**src/design/sktl_pkg.sv**
```systemverilog
package sktl_pkg;

  localparam int KEY_BITS = 24;
  localparam int IN_REF_BITS = 20;
  localparam int TABLE_DEPTH_DEF = 1024;
  localparam int REF_BITS_DEF = 20;

  typedef enum logic {
    OP_INSERT = 1'b0,
    OP_LOOKUP = 1'b1
  } op_t;

  typedef enum logic [1:0] {
    ST_INSERTED  = 2'd0,
    ST_FOUND     = 2'd1,
    ST_NOT_FOUND = 2'd2,
    ST_FULL      = 2'd3
  } status_t;

  // Request traveling down the cell chain.
  // Insert: key/ref hold the entry still to be placed.
  // Lookup: key is the search key, ref the reference found so far.
  typedef struct packed {
    logic                   vld;
    op_t                    op;
    logic                   carry;
    logic                   shifting;
    logic                   resolved;
    status_t                status;
    logic [KEY_BITS-1:0]    key;
    logic [IN_REF_BITS-1:0] ref_val;
  } token_t;

endpackage

```
**src/design/sktl_cell.sv**
```systemverilog
module sktl_cell #(
  parameter int STORE_BITS = sktl_pkg::REF_BITS_DEF,
  parameter int CNT_W = 11
) (
  input  logic             clk,
  input  logic             rst,
  input  logic             adv,
  input  sktl_pkg::token_t tok_in,
  input  logic [CNT_W-1:0] rem_in,
  output sktl_pkg::token_t tok_out,
  output logic [CNT_W-1:0] rem_out
);

  logic [sktl_pkg::KEY_BITS-1:0] key;
  logic [STORE_BITS-1:0]         ref_val;

  sktl_pkg::token_t tok_next;
  logic [CNT_W-1:0] rem_next;
  logic             occupied;
  logic             take;

  assign occupied = (rem_in != '0);

  always_comb begin
    tok_next = tok_in;
    rem_next = occupied ? rem_in - CNT_W'(1) : '0;
    take = 1'b0;
    if (tok_in.vld && tok_in.op == sktl_pkg::OP_INSERT && tok_in.carry) begin
      if (tok_in.shifting || !occupied || key > tok_in.key) begin
        take = 1'b1;
        if (occupied) begin
          tok_next.key = key;
          tok_next.ref_val = sktl_pkg::IN_REF_BITS'(ref_val);
          tok_next.shifting = 1'b1;
        end else begin
          tok_next.carry = 1'b0;
        end
      end
    end
    if (tok_in.vld && tok_in.op == sktl_pkg::OP_LOOKUP && !tok_in.resolved) begin
      if (occupied && key == tok_in.key) begin
        tok_next.resolved = 1'b1;
        tok_next.status = sktl_pkg::ST_FOUND;
        tok_next.ref_val = sktl_pkg::IN_REF_BITS'(ref_val);
      end else if (!occupied || key > tok_in.key) begin
        tok_next.resolved = 1'b1;
      end
    end
  end

  always_ff @(posedge clk) begin
    if (adv && take) begin
      key <= tok_in.key;
      ref_val <= tok_in.ref_val[STORE_BITS-1:0];
    end
  end

  always_ff @(posedge clk) begin
    if (rst) begin
      tok_out.vld <= 1'b0;
    end else if (adv) begin
      tok_out <= tok_next;
      rem_out <= rem_next;
    end
  end

endmodule

```
**config.mk**
```make
export PLATFORM = sky130hd
export DESIGN_NAME = sktl_cell
export DESIGN_NICKNAME = d
export VERILOG_FILES = /design/src/design/sktl_pkg.sv /design/src/design/sktl_cell.sv
export SDC_FILE = /design/constraint.sdc
export NUM_CORES = 1
export LEC_CHECK = 0
export BUFFER_PORTS_ARGS = -buffer_cell sky130_fd_sc_hd__buf_2
export CAP_MARGIN = 20
export CORE_MARGIN = 5
export CORE_UTILIZATION = 25
export CTS_CLUSTER_SIZE = 8
export DETAILED_ROUTE_END_ITERATION = 8
export GPL_ROUTABILITY_DRIVEN = 0
export PLACE_DENSITY = 0.45
export SYNTH_ARGS = -nofsm -noshare
export SYNTH_HDL_FRONTEND = slang
export SYNTH_SLANG_ARGS = --single-unit
```
**constraint.sdc**
```tcl
create_clock -name clk -period 5.2 [get_ports clk]
set_input_delay 1.04 -clock clk [delete_from_list [all_inputs] [get_ports clk]]
set_output_delay 1.04 -clock clk [all_outputs]
set_load 0.03 [all_outputs]
```
## Word level (Yosys, flattened, before mapping)

Cells that the tools add are included.
W data, S select, Z words.

- Flip-flop bits (word level): 106
- Bits of input ports: 65
- Output and inout port bits: 62
- Logic and storage cells: 44

- $add $sub $neg: 1
- Order comparisons: 1
- Equality and inequality tests: 1
- Multiplexer cells: 15
- Bitwise operators: 2
- Reductions and logical operators: 13

Operators by type and width:

| kind | count |
|---|---|
| $mux W44 | 3 |
| $mux W20 | 2 |
| $eq A24 B24 Y1 | 1 |
| $gt A24 B24 Y1 | 1 |
| $reduce_bool A11 Y1 | 1 |
| $sub A11 B1 Y11 const B | 1 |
| $logic_and A1 B1 Y1 | 6 |
| $mux W1 | 6 |
| $mux W2 | 3 |
| $logic_or A1 B1 Y1 | 3 |
| $mux W3 | 1 |
| $logic_not A1 Y1 | 2 |
| $not A1 Y1 | 2 |
| $reduce_and A2 Y1 | 1 |

## Depth between registers and ports, before layout

- Word-level depth: 8
- Mapped depth: 9

## Least setup slack after synthesis

OpenSTA, ideal clock, no wires.

- Path type: input -> register
- Start point: input adv
- End point: register rem_out[0] (enable)
- Setup time: 0.481 ns
- Arrival time: 3.627 ns
- Slack: 1.092 ns
- Stages on the path: 2
- Cell sequence: inv_1 nor2_1

- Longest elaborated chain between the ends: 1

RTL lines:

| what | line | source |
|---|---|---|
| from (decl) | sktl_cell.sv:7 | `input logic adv,` |
| $reduce_and A2 Y1 (no line) | - |  |
| to (signal assigned) | sktl_cell.sv:63 | `rem_out <= rem_next;` |
| to (decl) | sktl_cell.sv:11 | `output logic [CNT_W-1:0] rem_out` |

Every way passes these cells.
A chain may end at the register's enable or synchronous reset.

==> metrics.md <==
| Metric | Value |
|---|---|
| Final hold vios | `0` |
| Worst Path Class, Setup | `in -> reg` |
| Worst rel slew slack | `0.572` |
| WL/cell | `15.7 um` |
| Layout cells sized above 1 | `0.405` |
| Post-synthesis area per instance | `15.3 um2` |
| Placed Instances | `701` |
| First-pass GRT wire length | `17.3 mm` |
| Least-Margin Pin Slew | `0.641 ns` |
| CTS Hold Buffers Added | `0` |
| DRC Markers | `0` |
| Vias in the first global route | `3200` |
| Area Overhead vs Synth | `26.4%` |
| Vias per Instance | `4.17` |
| Clk pwr share | `0.344` |
| Post-synth EDFFs | `105` |
| Status | `finished clean` |
| Sink Count | `106` |
| Die area | `22100 um2` |
| Worst Skew | `0.00825 ns` |
| Synth cell types | `41` |
| Switching share of power | `0.245` |
| Largest net degree at the start of global routing | `44` |
| Routed Antenna Nets | `0` |
| Worst Hold Class | `reg -> reg` |
| Min-delay src | `tok_out[50]` |
| Fin. max-slew vios | `0` |
| GRT Overall Usage | `0.103` |
| Max_cap viols | `0` |
| First-iteration detailed-routing DRC count | `179` |
| Port bufs | `126` |
| Power per standard cell area | `301 nW/um2` |
| Routed WL | `11.3 mm` |
| Initial Utilization | `0.255` |
| R2r startpoint | `key[23]` |
| Synthesized flop and latch total | `106` |
| CP Data Arrival Time | `3.58 ns` |
| Setup-failing EPs final | `0` |
| Critical Path Source | `rem_in[0]` |
| Final min period | `3.48 ns` |
| Fmax | `287 MHz` |
| Ys async rst share | `0` |
| RSZ-0062 raised after global routing | `false` |
| Via Count | `2994` |
| Clock root buffer | `clkbuf_16` |
| Row cnt | `50` |
| IO Count | `127` |
| Seq/Total Area, Yosys | `0.661` |
| Fin crit share | `0.669` |
| Antenna violations before repair | `2` |
| DP HPWL | `8.23 mm` |
| Clock latency on the worst-skew pair | `0.35 ns` |
| CTS Buf Count | `9` |
| Most used DFF post-synth | `edfxtp_1` |
| Drt pass-1 iters | `4` |
| Syn_nets | `404` |
| GRT Residual Overflow | `0` |
| CTS H-tree lvls | `3` |
| Die span in x | `149 um` |
| Worst-path fanout max | `16` |
| Pint | `1.38 mW` |
| Reg power frac | `0.540` |
| Combinational Power Share | `0.116` |
| Post-synthesis instance area | `4800 um2` |
| Postcts setup bufs | `0` |
| Worst EP required | `5.30 ns` |
| CTS resizes | `0` |
| Core Box Area | `18800 um2` |
| Chip height | `149 um` |
| Design Power | `1.82 mW` |
| Final net count | `542` |
| Setup TNS | `0 ns` |
| CTS tree | `built` |
| P_sw | `0.447 mW` |
| Startpoint Class | `primary input` |
| Synth warn | `0` |
| Worst Setup End Kind | `flop` |
| Worst vdd ir | `151 uV` |
| CTS clk-pin slew, worst paths | `0.07 ns` |
| Leak Pwr | `2.36 nW` |
| Final cell count without fillers | `718` |
| Syn Inst Count | `314` |
| CTS max path bufs | `2` |
==> worst paths after layout <==
kind / end / slack, ns / cells after the start
worst min-delay path: tok_out[50] / 0.51 / 2
worst max-delay path: tok_out[33] / 1.72 / 10
worst max register to register: tok_out[18] / 2.21 / 8
worst min register to register: tok_out[50] / 0.51 / 2
==> cell usage after synthesis, types with 3 or more instances <==
library cell	instances	area (um2)
ha_1	25	313
inv_1	33	124
a21oi_1	9	45.0
nand3_1	3	15.0
xnor2_1	4	35.0
edfxtp_1	105	3150
nor2_1	17	63.8
a31oi_1	3	18.8
nand4_1	5	31.3
nand2_1	9	33.8
buf_4	4	30.0
nand2b_1	3	18.8
mux2_1	20	225
o21ai_0	6	30.0
mux2_2	26	293
nor3_1	10	50.1
==> area by class of cell <==
cell class              count  area, um2
fillers                  1893      12800
clock buffers              11        233
inverters                  33        124
well taps                 260        325
clock inverters             5       30.0
flip-flops and latches    106       3170
repair buffers            132        688
diodes                      1       2.50
multi-input cells         170       1490
==> stage by stage <==
stage	worst slack [ns]	util	hold slack (ns)	instance area, um2
final	1.72	0.322	0.511	6060
after global placement	1.41	0.308	0.473	5800
after detailed placement	1.32	0.308	0.506	5800
after floorplan	1.09	-	0.501	4800
after CTS	1.71	0.322	0.522	6060
after global routing	1.53	0.322	0.548	6060
==> kinds of logic after synthesis <==
| family | share of synthesized area |
|---|---|
| AO/OA/AOI/OAI | 0.0474 |
| flip-flops | 0.661 |
| buffers and inverters | 0.0328 |
| XOR/XNOR | 0.0109 |
| adder cells (fa/ha/maj) | 0.0652 |
| multiplexers | 0.110 |
| AND/OR/NAND/NOR | 0.0725 |
==> critical path: stages <==
cell and delay, ns:
buf_2 0.14, inv_1 0.05, ha_1 0.24, inv_1 0.21
nor3_1 0.13, a31oi_1 0.39, o21ai_0 0.26, a31oi_4 0.39
buf_4 0.34, mux2_2 0.37
==> power by group through the flow <==
stage / clock [mW] / sequential, mW / combinational, mW
5_1_grt: 0.692 / 0.988 / 0.232
4_1_cts: 0.658 / 0.986 / 0.216
3_5_place_dp: 0 / 1.01 / 0.214
2_1_floorplan: 0 / 1.06 / 0.0774
6_report: 0.628 / 0.986 / 0.211
3_3_place_gp: 0 / 1.00 / 0.213
==> metal layers <==
| metal | GRT usage | routed length [um] |
|---|---|---|
| met1 | 0.131 | 5230 |
| met2 | 0.162 | 5190 |
| met3 | 0.0299 | 598 |
| met4 | 0.0453 | 252 |
| met5 | 0 | 18 |
==> cell usage in the layout, fill, tap and decap left out, drive strengths merged, types with 2 or more instances in the layout <==
master	netlist	routed
nor2	17	17
mux2	46	46
a21o	2	2
o311ai	2	2
edfxtp	105	105
xor2	2	2
buf	4	132
o31a	2	2
a21oi	9	9
nand3	3	3
xnor2	4	4
o21ai	6	6
ha	25	25
nor2b	2	2
clkbuf	1	11
nand4	6	6
inv	33	34
clkinv	0	3
nand2	10	10
a31oi	4	4
nand2b	3	3
or2	2	2
nor3	11	11
nor4	4	4
==> state kept, by name, summed over array words and instances (netlist names) <==
register / cells
key: 24
ref_val: 20
rem_out: 11
tok_out: 51
No activity file was read; power rests on OpenSTA's default activity.
